==> src/hdl/servo_write_packet_engine_assert.svh <==
// assertion macros for the servo write packet engine
// used by the top level; no other dependencies
`ifndef SERVO_WRITE_PACKET_ENGINE_ASSERT_SVH
`define SERVO_WRITE_PACKET_ENGINE_ASSERT_SVH

`ifndef SYNTHESIS

// same-cycle implication, checked out of reset
`define SWPE_ASSERT_IMP(lbl, clk, rst_n, ante, cons) \
	lbl: assert property (@(posedge clk) disable iff (!rst_n) (ante) |-> (cons)) \
		else $error("swpe assertion failed");

// next-cycle implication, checked out of reset
`define SWPE_ASSERT_NXT(lbl, clk, rst_n, ante, cons) \
	lbl: assert property (@(posedge clk) disable iff (!rst_n) (ante) |=> (cons)) \
		else $error("swpe assertion failed");

`else

`define SWPE_ASSERT_IMP(lbl, clk, rst_n, ante, cons)
`define SWPE_ASSERT_NXT(lbl, clk, rst_n, ante, cons)

`endif

`endif

==> src/hdl/swpe_pkg.sv <==
// shared types and constants of the servo write packet engine
// no dependencies
package swpe_pkg;

	// request action codes
	localparam logic [1:0] ACT_START = 2'd0;
	localparam logic [1:0] ACT_DATA  = 2'd1;
	localparam logic [1:0] ACT_REPLY = 2'd2;

	// protocol bytes
	localparam logic [7:0] SYNC_BYTE      = 8'hFF;
	localparam logic [7:0] OPC_WRITE      = 8'h03;
	localparam logic [7:0] LEN_EXTRA      = 8'd3;
	localparam logic [7:0] REPLY_LEN_BYTE = 8'd2;
	localparam logic [7:0] REPLY_NO_ERR   = 8'd0;

	// positions inside a status reply
	localparam logic [2:0] RPOS_SYNC1 = 3'd1;
	localparam logic [2:0] RPOS_SYNC2 = 3'd2;
	localparam logic [2:0] RPOS_ID    = 3'd3;
	localparam logic [2:0] RPOS_LEN   = 3'd4;
	localparam logic [2:0] RPOS_ERR   = 3'd5;
	localparam logic [2:0] RPOS_CHK   = 3'd6;

	// positions inside a header burst
	localparam logic [2:0] HPOS_SYNC1 = 3'd0;
	localparam logic [2:0] HPOS_SYNC2 = 3'd1;
	localparam logic [2:0] HPOS_ID    = 3'd2;
	localparam logic [2:0] HPOS_LEN   = 3'd3;
	localparam logic [2:0] HPOS_OPC   = 3'd4;
	localparam logic [2:0] HPOS_ADDR  = 3'd5;
	localparam logic [2:0] HPOS_CHK   = 3'd6;

	// burst lengths
	localparam logic [2:0] HDR_CNT      = 3'd6;
	localparam logic [2:0] HDR_CHK_CNT  = 3'd7;
	localparam logic [2:0] DATA_CNT     = 3'd1;
	localparam logic [2:0] DATA_CHK_CNT = 3'd2;
	localparam logic [2:0] VERDICT_CNT  = 3'd1;
	localparam logic [2:0] DPOS_CHK     = 3'd1;

	typedef enum logic [1:0] {
		KIND_HDR,
		KIND_DATA,
		KIND_VERDICT
	} kind_t;

	// one accepted request, expanded into a burst of responses
	typedef struct packed {
		kind_t      kind;
		logic [2:0] cnt;
		logic [7:0] id;
		logic [7:0] lenb;
		logic [7:0] addr;
		logic [7:0] data;
		logic [7:0] chk;
		logic       ok;
	} burst_t;

endpackage

==> src/hdl/swpe_cmd_if.sv <==
// request channel of the servo write packet engine
// no dependencies
interface swpe_cmd_if;
	logic       valid;
	logic       ready;
	logic [1:0] action;
	logic [7:0] servo_id;
	logic [7:0] reg_address;
	logic [7:0] payload_length;
	logic [7:0] data_byte;

	modport source (
		output valid, action, servo_id, reg_address, payload_length, data_byte,
		input  ready
	);
	modport sink (
		input  valid, action, servo_id, reg_address, payload_length, data_byte,
		output ready
	);
endinterface

==> src/hdl/swpe_rsp_if.sv <==
// response channel of the servo write packet engine
// no dependencies
interface swpe_rsp_if;
	logic       valid;
	logic       ready;
	logic       tx_valid;
	logic [7:0] tx_byte;
	logic       tx_last;
	logic       reply_done;
	logic       reply_ok;

	modport source (
		output valid, tx_valid, tx_byte, tx_last, reply_done, reply_ok,
		input  ready
	);
	modport sink (
		input  valid, tx_valid, tx_byte, tx_last, reply_done, reply_ok,
		output ready
	);
endinterface

==> src/hdl/servo_write_packet_engine.sv <==
// servo write packet engine: frames write instruction packets and checks status replies
// depends on swpe_pkg, swpe_cmd_if, swpe_rsp_if and servo_write_packet_engine_assert.svh
//
// usage:
// - cmd carries one request per handshake: a start (id, address, payload length),
//   a payload data byte, or one received reply byte
// - rsp carries the resulting bytes to transmit and reply verdicts, one per handshake
// - a start gives six header bytes, plus the checksum when the length is zero;
//   a data byte gives itself, plus the checksum when it is the last one;
//   the seventh reply byte gives one verdict; everything else gives nothing
// - the first response of a request passes through the burst stage, then the output
//   register, before it appears on rsp
// - throughput: one response per cycle while rsp does not stall; a request holds the
//   burst stage until its last response leaves, a request with none is taken on cmd
//   without filling it, and cmd.ready comes back in the cycle the last response of the
//   burst moves to the output register
// - when rsp stalls the output register and burst stage hold, and cmd.ready drops
//   once the burst stage cannot drain
// - reset clears all packet and reply state, and both stages come up empty
`include "servo_write_packet_engine_assert.svh"

module servo_write_packet_engine (
	input logic        clk,
	input logic        arst_n,
	swpe_cmd_if.sink   cmd,
	swpe_rsp_if.source rsp
);

	// packet and reply tracking state
	logic [7:0] tid_q, tid_d;
	logic [7:0] rem_q, rem_d;
	logic [7:0] tsum_q, tsum_d;
	logic [2:0] rpos_q, rpos_d;
	logic [7:0] rsum_q, rsum_d;
	logic       good_q, good_d;

	// expansion of the request being accepted
	swpe_pkg::burst_t ent;
	logic             ent_has;

	// burst stage
	logic             s1_valid_q;
	swpe_pkg::burst_t st_s1;
	logic [2:0]       idx_s1;

	// output register
	logic       rsp_valid_q;
	logic       tx_valid_q;
	logic [7:0] tx_byte_q;
	logic       tx_last_q;
	logic       done_q;
	logic       ok_q;

	logic       accept;
	logic       load_out;
	logic       emit;
	logic       fin;
	logic       chk_ok;
	logic [7:0] lenb;
	logic [7:0] dsum;
	logic [7:0] rem_dec;

	logic       e_tx_valid;
	logic [7:0] e_tx_byte;
	logic       e_tx_last;

	assign load_out  = !rsp_valid_q || rsp.ready;
	assign emit      = s1_valid_q && load_out;
	assign fin       = emit && (idx_s1 == st_s1.cnt - 3'd1);
	assign cmd.ready = !s1_valid_q || fin;
	assign accept    = cmd.valid && cmd.ready;

	assign lenb    = cmd.payload_length + swpe_pkg::LEN_EXTRA;
	assign dsum    = tsum_q + cmd.data_byte;
	assign rem_dec = rem_q - 8'd1;

	// reply byte check against its position
	always_comb begin
		chk_ok = 1'b1;
		case (rpos_q)
			swpe_pkg::RPOS_SYNC1: chk_ok = (cmd.data_byte == swpe_pkg::SYNC_BYTE);
			swpe_pkg::RPOS_SYNC2: chk_ok = (cmd.data_byte == swpe_pkg::SYNC_BYTE);
			swpe_pkg::RPOS_ID:    chk_ok = (cmd.data_byte == tid_q);
			swpe_pkg::RPOS_LEN:   chk_ok = (cmd.data_byte == swpe_pkg::REPLY_LEN_BYTE);
			swpe_pkg::RPOS_ERR:   chk_ok = (cmd.data_byte == swpe_pkg::REPLY_NO_ERR);
			swpe_pkg::RPOS_CHK:   chk_ok = (cmd.data_byte == ~rsum_q);
			default:              chk_ok = 1'b1;
		endcase
	end

	// next state and burst description of the incoming request
	always_comb begin
		tid_d   = tid_q;
		rem_d   = rem_q;
		tsum_d  = tsum_q;
		rpos_d  = rpos_q;
		rsum_d  = rsum_q;
		good_d  = good_q;
		ent_has = 1'b0;
		ent     = '{kind: swpe_pkg::KIND_HDR, cnt: 3'd0, id: cmd.servo_id, lenb: lenb,
			addr: cmd.reg_address, data: cmd.data_byte, chk: 8'd0, ok: 1'b0};
		case (cmd.action)
			swpe_pkg::ACT_START: begin
				// new packet; any partial reply is dropped
				tid_d    = cmd.servo_id;
				rem_d    = cmd.payload_length;
				tsum_d   = cmd.servo_id + lenb + swpe_pkg::OPC_WRITE + cmd.reg_address;
				rpos_d   = 3'd0;
				rsum_d   = 8'd0;
				good_d   = 1'b1;
				ent_has  = 1'b1;
				ent.kind = swpe_pkg::KIND_HDR;
				ent.chk  = ~tsum_d;
				ent.cnt  = (cmd.payload_length == 8'd0) ? swpe_pkg::HDR_CHK_CNT
					: swpe_pkg::HDR_CNT;
			end
			swpe_pkg::ACT_DATA: begin
				if (rem_q != 8'd0) begin
					tsum_d   = dsum;
					rem_d    = rem_dec;
					ent_has  = 1'b1;
					ent.kind = swpe_pkg::KIND_DATA;
					ent.chk  = ~dsum;
					ent.cnt  = (rem_dec == 8'd0) ? swpe_pkg::DATA_CHK_CNT : swpe_pkg::DATA_CNT;
				end
			end
			swpe_pkg::ACT_REPLY: begin
				if (rpos_q == swpe_pkg::RPOS_ID || rpos_q == swpe_pkg::RPOS_LEN
					|| rpos_q == swpe_pkg::RPOS_ERR) begin
					rsum_d = rsum_q + cmd.data_byte;
				end
				if (rpos_q == swpe_pkg::RPOS_CHK) begin
					ent_has  = 1'b1;
					ent.kind = swpe_pkg::KIND_VERDICT;
					ent.cnt  = swpe_pkg::VERDICT_CNT;
					ent.ok   = good_q && chk_ok;
					rpos_d   = 3'd0;
					rsum_d   = 8'd0;
					good_d   = 1'b1;
				end else begin
					rpos_d = rpos_q + 3'd1;
					good_d = good_q && chk_ok;
				end
			end
			default: begin
			end
		endcase
	end

	// tracking state, updated on every accepted request
	always_ff @(posedge clk or negedge arst_n) begin
		if (!arst_n) begin
			tid_q  <= 8'd0;
			rem_q  <= 8'd0;
			tsum_q <= 8'd0;
			rpos_q <= 3'd0;
			rsum_q <= 8'd0;
			good_q <= 1'b1;
		end else if (accept) begin
			tid_q  <= tid_d;
			rem_q  <= rem_d;
			tsum_q <= tsum_d;
			rpos_q <= rpos_d;
			rsum_q <= rsum_d;
			good_q <= good_d;
		end
	end

	// burst stage control: occupied until its last response leaves
	always_ff @(posedge clk or negedge arst_n) begin
		if (!arst_n) begin
			s1_valid_q <= 1'b0;
			idx_s1     <= 3'd0;
		end else if (accept) begin
			s1_valid_q <= ent_has;
			idx_s1     <= 3'd0;
		end else if (fin) begin
			s1_valid_q <= 1'b0;
		end else if (emit) begin
			idx_s1 <= idx_s1 + 3'd1;
		end
	end

	// burst payload
	always_ff @(posedge clk) begin
		if (accept && ent_has) begin
			st_s1 <= ent;
		end
	end

	// pick the response at the current burst position
	always_comb begin
		e_tx_valid = 1'b1;
		e_tx_byte  = 8'd0;
		e_tx_last  = 1'b0;
		case (st_s1.kind)
			swpe_pkg::KIND_HDR: begin
				case (idx_s1)
					swpe_pkg::HPOS_SYNC1: e_tx_byte = swpe_pkg::SYNC_BYTE;
					swpe_pkg::HPOS_SYNC2: e_tx_byte = swpe_pkg::SYNC_BYTE;
					swpe_pkg::HPOS_ID:    e_tx_byte = st_s1.id;
					swpe_pkg::HPOS_LEN:   e_tx_byte = st_s1.lenb;
					swpe_pkg::HPOS_OPC:   e_tx_byte = swpe_pkg::OPC_WRITE;
					swpe_pkg::HPOS_ADDR:  e_tx_byte = st_s1.addr;
					swpe_pkg::HPOS_CHK: begin
						e_tx_byte = st_s1.chk;
						e_tx_last = 1'b1;
					end
					default: e_tx_byte = 8'd0;
				endcase
			end
			swpe_pkg::KIND_DATA: begin
				if (idx_s1 == swpe_pkg::DPOS_CHK) begin
					e_tx_byte = st_s1.chk;
					e_tx_last = 1'b1;
				end else begin
					e_tx_byte = st_s1.data;
				end
			end
			default: e_tx_valid = 1'b0;
		endcase
	end

	// output register
	always_ff @(posedge clk or negedge arst_n) begin
		if (!arst_n) begin
			rsp_valid_q <= 1'b0;
		end else if (load_out) begin
			rsp_valid_q <= s1_valid_q;
		end
	end

	always_ff @(posedge clk) begin
		if (emit) begin
			tx_valid_q <= e_tx_valid;
			tx_byte_q  <= e_tx_byte;
			tx_last_q  <= e_tx_last;
			done_q     <= !e_tx_valid;
			ok_q       <= !e_tx_valid && st_s1.ok;
		end
	end

	assign rsp.valid      = rsp_valid_q;
	assign rsp.tx_valid   = tx_valid_q;
	assign rsp.tx_byte    = tx_byte_q;
	assign rsp.tx_last    = tx_last_q;
	assign rsp.reply_done = done_q;
	assign rsp.reply_ok   = ok_q;

	`SWPE_ASSERT_IMP(a_idx_in_burst, clk, arst_n, s1_valid_q, idx_s1 < st_s1.cnt)
	`SWPE_ASSERT_IMP(a_rpos_range, clk, arst_n, 1'b1, rpos_q <= swpe_pkg::RPOS_CHK)
	`SWPE_ASSERT_IMP(a_last_is_tx, clk, arst_n, rsp.valid && rsp.tx_last, rsp.tx_valid && !rsp.reply_done)
	`SWPE_ASSERT_IMP(a_verdict_single, clk, arst_n, s1_valid_q && st_s1.kind == swpe_pkg::KIND_VERDICT, st_s1.cnt == swpe_pkg::VERDICT_CNT)
	`SWPE_ASSERT_NXT(a_stall_holds_burst, clk, arst_n, s1_valid_q && !load_out, s1_valid_q && $stable(idx_s1))

endmodule
==> src/flat_wrapper.sv <==
// flat-port wrapper written by rule: the top's interface ports become plain ports
module servo_write_packet_engine_flat 
  (clk, arst_n, cmd_valid, cmd_action, cmd_servo_id, cmd_reg_address, cmd_payload_length, cmd_data_byte, cmd_ready, rsp_valid, rsp_tx_valid, rsp_tx_byte, rsp_tx_last, rsp_reply_done, rsp_reply_ok, rsp_ready);
  swpe_cmd_if cmd_i ();
  swpe_rsp_if rsp_i ();
  input logic clk;
  input logic arst_n;
  input wire logic [$bits(cmd_i.valid)-1:0] cmd_valid;
  input wire logic [$bits(cmd_i.action)-1:0] cmd_action;
  input wire logic [$bits(cmd_i.servo_id)-1:0] cmd_servo_id;
  input wire logic [$bits(cmd_i.reg_address)-1:0] cmd_reg_address;
  input wire logic [$bits(cmd_i.payload_length)-1:0] cmd_payload_length;
  input wire logic [$bits(cmd_i.data_byte)-1:0] cmd_data_byte;
  output wire logic [$bits(cmd_i.ready)-1:0] cmd_ready;
  output wire logic [$bits(rsp_i.valid)-1:0] rsp_valid;
  output wire logic [$bits(rsp_i.tx_valid)-1:0] rsp_tx_valid;
  output wire logic [$bits(rsp_i.tx_byte)-1:0] rsp_tx_byte;
  output wire logic [$bits(rsp_i.tx_last)-1:0] rsp_tx_last;
  output wire logic [$bits(rsp_i.reply_done)-1:0] rsp_reply_done;
  output wire logic [$bits(rsp_i.reply_ok)-1:0] rsp_reply_ok;
  input wire logic [$bits(rsp_i.ready)-1:0] rsp_ready;
  assign cmd_i.valid = cmd_valid;
  assign cmd_i.action = cmd_action;
  assign cmd_i.servo_id = cmd_servo_id;
  assign cmd_i.reg_address = cmd_reg_address;
  assign cmd_i.payload_length = cmd_payload_length;
  assign cmd_i.data_byte = cmd_data_byte;
  assign cmd_ready = cmd_i.ready;
  assign rsp_valid = rsp_i.valid;
  assign rsp_tx_valid = rsp_i.tx_valid;
  assign rsp_tx_byte = rsp_i.tx_byte;
  assign rsp_tx_last = rsp_i.tx_last;
  assign rsp_reply_done = rsp_i.reply_done;
  assign rsp_reply_ok = rsp_i.reply_ok;
  assign rsp_i.ready = rsp_ready;
  servo_write_packet_engine u_core (.clk(clk), .arst_n(arst_n), .cmd(cmd_i), .rsp(rsp_i));
endmodule
==> config.mk <==
export PLATFORM = sky130hd
export DESIGN_NAME = servo_write_packet_engine_flat
export DESIGN_NICKNAME = d
export VERILOG_FILES = /design/src/hdl/swpe_pkg.sv /design/src/hdl/swpe_cmd_if.sv /design/src/hdl/swpe_rsp_if.sv /design/src/hdl/servo_write_packet_engine.sv /design/src/flat_wrapper.sv
export VERILOG_INCLUDE_DIRS = /design/src /design/src/hdl
export SDC_FILE = /design/constraint.sdc
export NUM_CORES = 1
export LEC_CHECK = 0
export BUFFER_PORTS_ARGS = -buffer_cell sky130_fd_sc_hd__buf_4
export CAP_MARGIN = 10
export CORE_ASPECT_RATIO = 0.7
export CORE_MARGIN = 1.5
export CORE_UTILIZATION = 60
export CTS_CLUSTER_DIAMETER = 30
export DETAILED_ROUTE_END_ITERATION = 8
export PLACE_DENSITY = 0.8
export SETUP_SLACK_MARGIN = 0.15
export SYNTH_ARGS = -nofsm -noshare
export SYNTH_HDL_FRONTEND = slang
export SYNTH_SLANG_ARGS = --single-unit
==> constraint.sdc <==
create_clock -name clk -period 5.3 [get_ports clk]
set_clock_uncertainty 0.2 [all_clocks]
set_input_delay 0.265 -clock clk [delete_from_list [all_inputs] [get_ports clk]]
set_output_delay 0.265 -clock clk [all_outputs]
set_load 0.005 [all_outputs]
---- Yosys cells after proc, flatten, opt, wreduce, memory -nomap -nowiden ----
Index checks and enable logic that the tools add are counted.
storage, ports and cells
  flip-flop bits (word level) ............. 99
  output and inout port bits .............. 14
  word-level logic and storage cells ...... 125
operators by class
  $add $sub $neg .......................... 10
  equal/unequal tests ..................... 23
  muxes and demuxes ....................... 34
  bitwise logic cells ..................... 3
  reduce and logical (&&, ||, !) cells .... 33
operators by type and width
  kind                                                                    number
  8-bit case mux with 2 select lines                                      5
  8-bit 2-to-1 mux                                                        6
  8-bit case mux with 6 select lines                                      1
  8-bit adder                                                             4
  8-bit logical NOT                                                       3
  8-bit inverter                                                          3
  3-bit equality test (second input constant)                             6
  8-bit by 2-bit adder with 8-bit output (second input constant)          2
  8-bit equality test                                                     2
  5-bit case mux with 3 select lines                                      1
  3-bit by 2-bit equality test with 1-bit output (second input constant)  4
  3-bit 2-to-1 mux                                                        4
  1-bit 2-to-1 mux                                                        9
  8-bit by 2-bit equality test with 1-bit output (second input constant)  1
  8-bit equality test (second input constant)                             1
  2-bit AND reduction                                                     4
  2-bit nonzero test                                                      4
  8-bit nonzero test                                                      1
  8-bit by 1-bit subtractor with 8-bit output (second input constant)     1
  3-bit by 1-bit adder with 3-bit output (second input constant)          2
  3-bit by 1-bit equality test with 1-bit output (second input constant)  2
  1-bit logical AND                                                       6
  3-bit case mux with 2 select lines                                      1
  3-bit AND reduction                                                     2
  17 further kinds                                                        28

---- Depth between registers and ports, before layout ----
Gate-level depths: netlist of the first run.
  depth in word-level cells ............... 8
  mapped depth ............................ 14
  depth with buffers taken out ............ 14

---- Least setup slack after synthesis of the first run ----
OpenSTA, ideal clock, no wires.
  path type ............................... register to register
  start ................................... register u_core.st_s1[41] (netlist name)
  end ..................................... register u_core.st_s1[0] (netlist name), enable pin
  setup time .............................. 407 ps
  data arrival time ....................... 2632 ps
  data required time ...................... 4693 ps
  slack ................................... 2061 ps
  cell stages (with the launch flop) ...... 7
  buffers on the path ..................... 0
  clock period less this slack ............ 3239 ps
  cell sequence ........................... edfxtp_1 > inv_1 > ha_1 > xnor2_1 > o41ai_4 > and2_1 > o21a_1
on the way
  longest elaborated chain between the ends .. 6
ends and longest elaborated chain
  element                                      RTL line                          text
  from (decl)                                  servo_write_packet_engine.sv:43   swpe_pkg::burst_t st_s1;
  from (signal assigned)                       servo_write_packet_engine.sv:187  st_s1 <= ent;
  3-bit by 1-bit subtractor with 3-bit output  servo_write_packet_engine.sv:69   assign fin = emit && (idx_s1 == st_s1.cnt - 3'd1);
  3-bit equality test                          servo_write_packet_engine.sv:69
  1-bit logical AND                            servo_write_packet_engine.sv:69
  1-bit logical OR                             servo_write_packet_engine.sv:70   assign cmd.ready = !s1_valid_q || fin;
  named net cmd_ready                          flat_wrapper.sv:14                output wire logic [$bits(cmd_i.ready)-1:0] cmd_ready;
  1-bit logical AND                            servo_write_packet_engine.sv:71   assign accept = cmd.valid && cmd.ready;
  1-bit logical AND                            servo_write_packet_engine.sv:186  if (accept && ent_has) begin
The timed path passes the listed nets, and every way through them passes these cells.
A chain may end at the register's enable or synchronous reset.

---- Worst setup path after layout of the first run ----
  start ................................... register u_core.idx_s1[2]
  end ..................................... register u_core.st_s1[41] (netlist name), enable pin
on the way
  longest elaborated chain between the ends .. 5
ends and longest elaborated chain
  element                 RTL line                          text
  from (decl)             servo_write_packet_engine.sv:44   logic [2:0] idx_s1;
  from (signal assigned)  servo_write_packet_engine.sv:180  idx_s1 <= idx_s1 + 3'd1;
  3-bit equality test     servo_write_packet_engine.sv:69
  1-bit logical AND       servo_write_packet_engine.sv:69
  1-bit logical OR        servo_write_packet_engine.sv:70
  1-bit logical AND       servo_write_packet_engine.sv:71
  1-bit logical AND       servo_write_packet_engine.sv:186
Every way passes these cells.

==> results of run 1 <==
-- metal layers --
layer / share of wire (%) / vias to the layer above / wire [um] / track usage, %
li1: - / 2266 / - / -
met1: 42 / 2327 / 6500 / 41.1
met2: 44 / 282 / 6750 / 45.7
met3: 9.5 / 60 / 1450 / 8.18
met4: 4.1 / 0 / 624 / 12.6
met5: 0 / - / 0 / 0
-- cells by family (layout without fill, tap and decap cells) --
| logic type | count (synthesis) | after routing | share of synthesized area (%) |
|---|---|---|---|
| buffers and inverters | 86 | 151 | 5.47 |
| adders and majority gates | 48 | 48 | 10.9 |
| and+or+nand+nor | 150 | 150 | 12.1 |
| muxes | 16 | 16 | 2.71 |
| xor gates and xnor gates | 39 | 39 | 6.07 |
| DFF | 99 | 99 | 45.4 |
| AOI/OAI and AO/OA | 158 | 158 | 17.3 |
-- synthesized netlist by cell type, types with 2 or more instances --
cell type   n
nor4b_1     2
nor3b_1     4
and2_1      5
inv_1      58
nor3_1     11
edfxtp_1   58
a211o_1     2
ha_1       39
nor4_1      4
o221ai_1    8
a21oi_1    33
xor2_1     15
mux2_2      4
a22o_1     15
nand3_1     8
dfrtp_1    40
o211ai_1    3
a221oi_1    8
or3_1       5
a31oi_1     5
fa_1        9
nor2_1     29
xnor2_1    22
clkbuf_1   23
a22oi_1     2
o21ai_0    38
a211oi_1    5
buf_1       3
o21a_1      4
a21o_1      7
nand4_1     3
o22ai_1    12
nand2_1    54
nand3b_1    5
mux2i_1    12
nand2b_1    5
nor2b_1     9
or4_1       2
o31ai_1     3
-- what timing repair did --
action                                 CTS  global route
setup endpoints to repair                0             0
endpoints found under the hold margin   64             0
resized for setup                        0             0
hold buffers                            25             0
setup buffers                            0             0
-- worst min-delay path, delay by kind of cell --
kind,cells,cell delay (ns)
buf+inv,1,0.11
compound gates,2,0.16
-- sequential cells by signal (all words and copies together), names as in the netlist, 3 cells and up --
register,count
u_core.tid_q,8
u_core.rem_q,8
u_core.rsum_q,8
u_core.tsum_q,8
u_core.rsp.tx_byte,8
u_core.st_s1,46
u_core.rpos_q,3
u_core.idx_s1,3
-- power by group --
group	internal, uW	leakage, uW	switching, uW
clock network	340	0.000146	306
registers	1060	0.00105	215
logic	662	0.00181	798
total	2070	0.00301	1320
-- layout make-up --
class,instances,share of cell area (%)
multi-input combinational,411,42.4
sequential,99,39.1
timing repair buffer,77,9.05
clock buffer,10,3.38
inverter,58,3.08
tap,128,2.26
clock inverter,6,0.742
-- through the flow --
step	std cells	power (uW)	util, %	hold WS [ns]	setup slack, ns
finish	789	3390	72.3	0.0223	1.79
global route	789	3600	72.3	0.0215	1.57
CTS	789	3360	72.3	0.0162	1.81
detailed placement	748	2690	66.7	0.0870	1.72
global placement	748	2620	66.7	0.0854	1.87
floorplan	596	2320	-	-0.231	2.06
-- worst max-delay path by stage --
stage | from | endpoint | slack (ns) | depth (start not counted)
6_report | u_core.idx_s1[2]$_DFFE_PN0P_ | u_core.st_s1[41]$_DFFE_PP_ | 1.79 | 4
5_1_grt | u_core.idx_s1[2]$_DFFE_PN0P_ | u_core.st_s1[2]$_DFFE_PP_ | 1.57 | 4
4_1_cts | u_core.idx_s1[2]$_DFFE_PN0P_ | u_core.st_s1[1]$_DFFE_PP_ | 1.81 | 4
3_5_place_dp | cmd_payload_length[0] | u_core.st_s1[8]$_DFFE_PP_ | 1.72 | 15
3_3_place_gp | cmd_payload_length[0] | u_core.st_s1[8]$_DFFE_PP_ | 1.87 | 15
2_1_floorplan | u_core.st_s1[41]$_DFFE_PP_ | u_core.st_s1[0]$_SDFFCE_PN0P_ | 2.06 | 6
==> flow_metrics.env, run 1 <==
export IMPL_run_status="complete, no violations"
export IMPL_rr_worst_depth=4
export IMPL_grt_ovfl_total=0
export IMPL_crit_fanout=46
export IMPL_grt_max_degree=47
export IMPL_num_rows=30
export IMPL_drt_iter0_drc=640
export IMPL_antennaDiodeCount=0
export IMPL_wl_per_cell_um=19.4
export IMPL_vias_per_cell=6.25
export IMPL_syn_area_per_cell_sq_um=10.2
export IMPL_antenna_found_initial=0
export IMPL_ys_ff_latch=99
export IMPL_die_x_um=124
export IMPL_drc_errors=0
export IMPL_tritoncts="yes"
export IMPL_ys_seq_area_share_pct=45.4
export IMPL_dieArea_sq_um=10800
export IMPL_synthFlopType="edfxtp_1"
export IMPL_hold_violations=0
export IMPL_numCtsBuffers=9
export IMPL_clk_pin_slew_ns=0.08
export IMPL_r2r_end="u_core.st_s1[41]$_DFFE_PP_"
export IMPL_hold_depth=3
export IMPL_crit_family="compound AO/OA/AOI/OAI gates"
export IMPL_ant_nets=0
export IMPL_root_buffer="clkbuf_16"
export IMPL_fp_coreArea_sq_um=9800
export IMPL_min_delay_start="cmd_payload_length[6]"
export IMPL_fmax_ghz=0.285
export IMPL_grt_pass1_wl_mm=23.9
export IMPL_nets=742
export IMPL_relSlewSlack_pct=25.5
export IMPL_seq_area_sq_um=2770
export IMPL_path_cells="xor3_1, o41ai_4, and2_1, o21a_2"
export IMPL_worstSetupPathType="reg -> reg"
export IMPL_reg2reg_from="u_core.idx_s1[2]$_DFFE_PN0P_"
export IMPL_layout_common_cells="inv_1 (58), edfxtp_1 (58), nand2_1 (54), buf_4 (52), dfrtp_1 (40)"
export IMPL_cp_slowest_stage_delay_ns=0.86
export IMPL_synth_top_area_share_pct=28.5
export IMPL_path_buf_inv=0
export IMPL_synthArstFlopShare_pct=41.4
export IMPL_setup_viol=0
export IMPL_postLayoutCellArea_sq_um=7080
export IMPL_dp_hpwl_mm=11.0
export IMPL_grt_pass1_vias=4624
export IMPL_drt_wl_total_mm=15.3
export IMPL_synth_largest_area_cell="edfxtp_1"
export IMPL_nFillCells=689
export IMPL_synthToLayoutAreaGrowth_pct=16.0
export IMPL_postSynthCellCount=596
export IMPL_io_pins=52
export IMPL_synth_edf_count=58
export IMPL_tns_ns=0
export IMPL_place_gp_congestion=0.952
export IMPL_cp_slowest_cell="o21a_2"
export IMPL_h_tree_depth=3
export IMPL_ff2ff_setup_slack_ns=1.79
export IMPL_cap_violations=0
export IMPL_power_leakage_uw=0.00301
export IMPL_cts_buffer_depth=2
export IMPL_synthTopCellsByArea="edfxtp_1 (29%), dfrtp_1 (16%), ha_1 (8.0%)"
export IMPL_worstMarginPinSlew_ns=1.12
export IMPL_syn_nets=682
export IMPL_fin_crit_ns=3.51
export IMPL_hp_class="in -> reg"
export IMPL_netlist_area_sq_um=6100
export IMPL_whs_endpoint="u_core.rem_q[6]$_DFFE_PN0P_"
export IMPL_drv_slew=0
export IMPL_cts_sinks=99
export IMPL_initial_utilization_pct=62.3
export IMPL_fp_dieH_um=87.4
export IMPL_grt_usage_pct=30.1
export IMPL_finalCritPeriodShare_pct=66.2
export IMPL_firstDrtPassIters=5
export IMPL_synth_cell_types=61
export IMPL_yosysWarnings=0
export IMPL_layout_drive_gt1_share_pct=11.8
export IMPL_worstPathRequired_ns=5.07
export IMPL_vias=4935
export IMPL_grt_setup_unrepaired="false"
export IMPL_power_density_nw_per_um2=478
export IMPL_cp_start_kind="flop"
export IMPL_clock_latency_ns=0.35
export IMPL_numPortBuffers=51
export IMPL_arrival_ns=3.27
export IMPL_placed_area_sq_um=6540
export IMPL_multi_input_area_sq_um=3000
export IMPL_peakVddDrop_uv=231
export IMPL_end_kind="flop"
Note: power is estimated with default switching activity, not from simulation.
==> run 2, diff against run 1 <==
- CORE_UTILIZATION: 60 -> 55
- PLACE_DENSITY: 0.8 -> 0.77
- clock period: 5.3 -> 2.85 ns (I/O delays scaled with it)
==> flow_metrics.env, run 2 (same netlist as run 1, synthesis figures left out) <==
export IMPL_power_leakage_uw=0.00342
export IMPL_grt_max_degree=42
export IMPL_rr_worst_depth=8
export IMPL_drv_slew=0
export IMPL_top_register="u_core.st_s1"
export IMPL_final_util_pct=75.9
export IMPL_netSwitchingFraction_pct=39.3
export IMPL_setup_viol=0
export IMPL_nFillCells=683
export IMPL_run_status="complete, no violations"
export IMPL_power_frac_clock_pct=18.8
export IMPL_fp_coreArea_sq_um=10600
export IMPL_antennaDiodeCount=0
export IMPL_antenna_found_initial=0
export IMPL_clk_pin_slew_ns=0.07
export IMPL_fp_dieH_um=91.1
export IMPL_crit_fanout=12
export IMPL_arrival_ns=2.70
export IMPL_ant_nets=0
export IMPL_layout_drive_gt1_share_pct=22.1
export IMPL_grt_usage_pct=30.8
export IMPL_finalCritPeriodShare_pct=99.1
export IMPL_vias_per_cell=6.13
export IMPL_cts_buffer_depth=2
export IMPL_tritoncts="yes"
export IMPL_firstDrtPassIters=6
export IMPL_end_kind="flop"
export IMPL_intPower_uw=4270
export IMPL_hp_class="in -> reg"
export IMPL_worstSetupPathType="reg -> reg"
export IMPL_io_pins=52
export IMPL_grt_setup_unrepaired="true"
export IMPL_die_x_um=129
export IMPL_relSlewSlack_pct=58.2
export IMPL_fin_crit_ns=2.82
export IMPL_place_gp_congestion=0.899
export IMPL_whs_ns=0.0518
export IMPL_worstPathRequired_ns=2.72
export IMPL_worstMarginPinSlew_ns=0.628
export IMPL_synthToLayoutAreaGrowth_pct=31.1
export IMPL_vias=5353
export IMPL_ff2ff_setup_slack_ns=0.03
export IMPL_peakVddDrop_uv=492
export IMPL_cap_violations=0
export IMPL_grt_pass1_wl_mm=27.4
export IMPL_num_rows=31
export IMPL_dieArea_sq_um=11700
export IMPL_power_density_nw_per_um2=879
export IMPL_crit_path_end="u_core.st_s1[5]$_DFFE_PP_"
export IMPL_fmax_ghz=0.354
export IMPL_clock_latency_ns=0.35
export IMPL_hold_violations=0
export IMPL_drt_iter0_drc=588
export IMPL_combPwrFrac_pct=48.5
export IMPL_switchingPower_uw=2770
export IMPL_root_buffer="clkbuf_16"
export IMPL_r2r_end="u_core.st_s1[5]$_DFFE_PP_"
export IMPL_initial_utilization_pct=57.8
export IMPL_nets=806
export IMPL_cp_start_kind="flop"
export IMPL_multi_input_area_sq_um=3240
export IMPL_reg2reg_from="u_core.st_s1[41]$_DFFE_PP_"
export IMPL_numPortBuffers=51
export IMPL_worst_setup_path_startpoint="u_core.st_s1[41]$_DFFE_PP_"
export IMPL_layout_common_cells="buf_4 (90), edfxtp_1 (58), inv_1 (54), nand2_1 (52), dlygate4sd3_1 (41)"
export IMPL_grt_ovfl_total=0
export IMPL_largest_reg_flops=46
export IMPL_seq_area_sq_um=2770
export IMPL_cts_sinks=99
export IMPL_seq_power_share_pct=32.6
export IMPL_numCtsBuffers=9
export IMPL_drc_errors=0
export IMPL_final_common_cell="buf_4"
export IMPL_h_tree_depth=3
export IMPL_wl_per_cell_um=20.8
export IMPL_drt_wl_total_mm=18.1
export IMPL_dp_hpwl_mm=11.8
export IMPL_grt_pass1_vias=5008
## run 2: cell count changes in the layout (fill, tap and decap cells not counted), sizes merged
cell / delta
buf: +47
bufinv: +1
clkinv: +1
clkinvlp: +1
dlygate4sd3: +16
inv: -2
## run 2: cell type report
type | instances | area share, %
inverters | 58 | 2.97
repair buffers | 141 | 15.6
clock inverters | 7 | 1.20
clock buffers | 9 | 2.81
well taps | 148 | 2.31
multi-input cells | 411 | 40.5
flip-flops and latches | 99 | 34.6
## run 2: repair_timing
action | CTS | global route
hold buffers | 41 | 0
hold endpoints to repair | 85 | 0
gates cloned | 0 | 2
pin swaps | 9 | 9
endpoints found under the setup margin | 5 | 58
buffers inserted | 3 | 10
resized for setup | 9 | 39
## run 2: how the worst min path moves through the flow
stage                     depth (start not counted)                            to  slack (ns)                  start
after floorplan                                   0  u_core.idx_s1[0]$_DFFE_PN0P_       -0.35                 arst_n
after CTS                                         4   u_core.rem_q[4]$_DFFE_PN0P_        0.04  cmd_payload_length[4]
final                                             4   u_core.rem_q[4]$_DFFE_PN0P_        0.05  cmd_payload_length[4]
after global placement                            1   u_core.rem_q[2]$_DFFE_PN0P_       -0.02                 arst_n
after global routing                              4   u_core.rem_q[3]$_DFFE_PN0P_        0.07  cmd_payload_length[3]
after detailed placement                          1   u_core.rem_q[7]$_DFFE_PN0P_       -0.01                 arst_n
## run 2: worst max-delay path: stages, from the launching register on
cell and delay (ns):
edfxtp_1 0.41, inv_1 0.08, ha_2 0.18, xor3_2 0.36
o41ai_4 0.48, buf_4 0.22, and2_4 0.16, o21a_4 0.24
clkbuf_16 0.21
## run 2: stage by stage
stage	instance area, sq um	setup slack [ns]	total power (uW)	cells	TNS (ns)
after detailed placement	6960	-0.353	5290	801	-2.26
after floorplan	6230	-0.0279	4380	596	-0.0279
after global routing	8000	-0.0700	7420	873	-0.287
final	8000	0.0251	7040	873	0
after global placement	6960	-0.265	5160	801	-1.43
after CTS	7750	0.121	6680	861	0
## run 2: routing by layer
layer	up-vias	GRT usage [%]	wire, um
li1	2404	-	-
met1	2571	44.4	7630
met2	327	46.2	8320
met3	51	6.60	1710
met4	0	10.3	485
met5	-	0	0
## run 2: power by group through the flow
stage	Combinational, uW	Clock, uW	Sequential, uW
after CTS	3090	1320	2270
final	3420	1330	2290
after global routing	3720	1380	2330
after detailed placement	3000	0	2290
after floorplan	2180	0	2200
after global placement	2880	0	2280
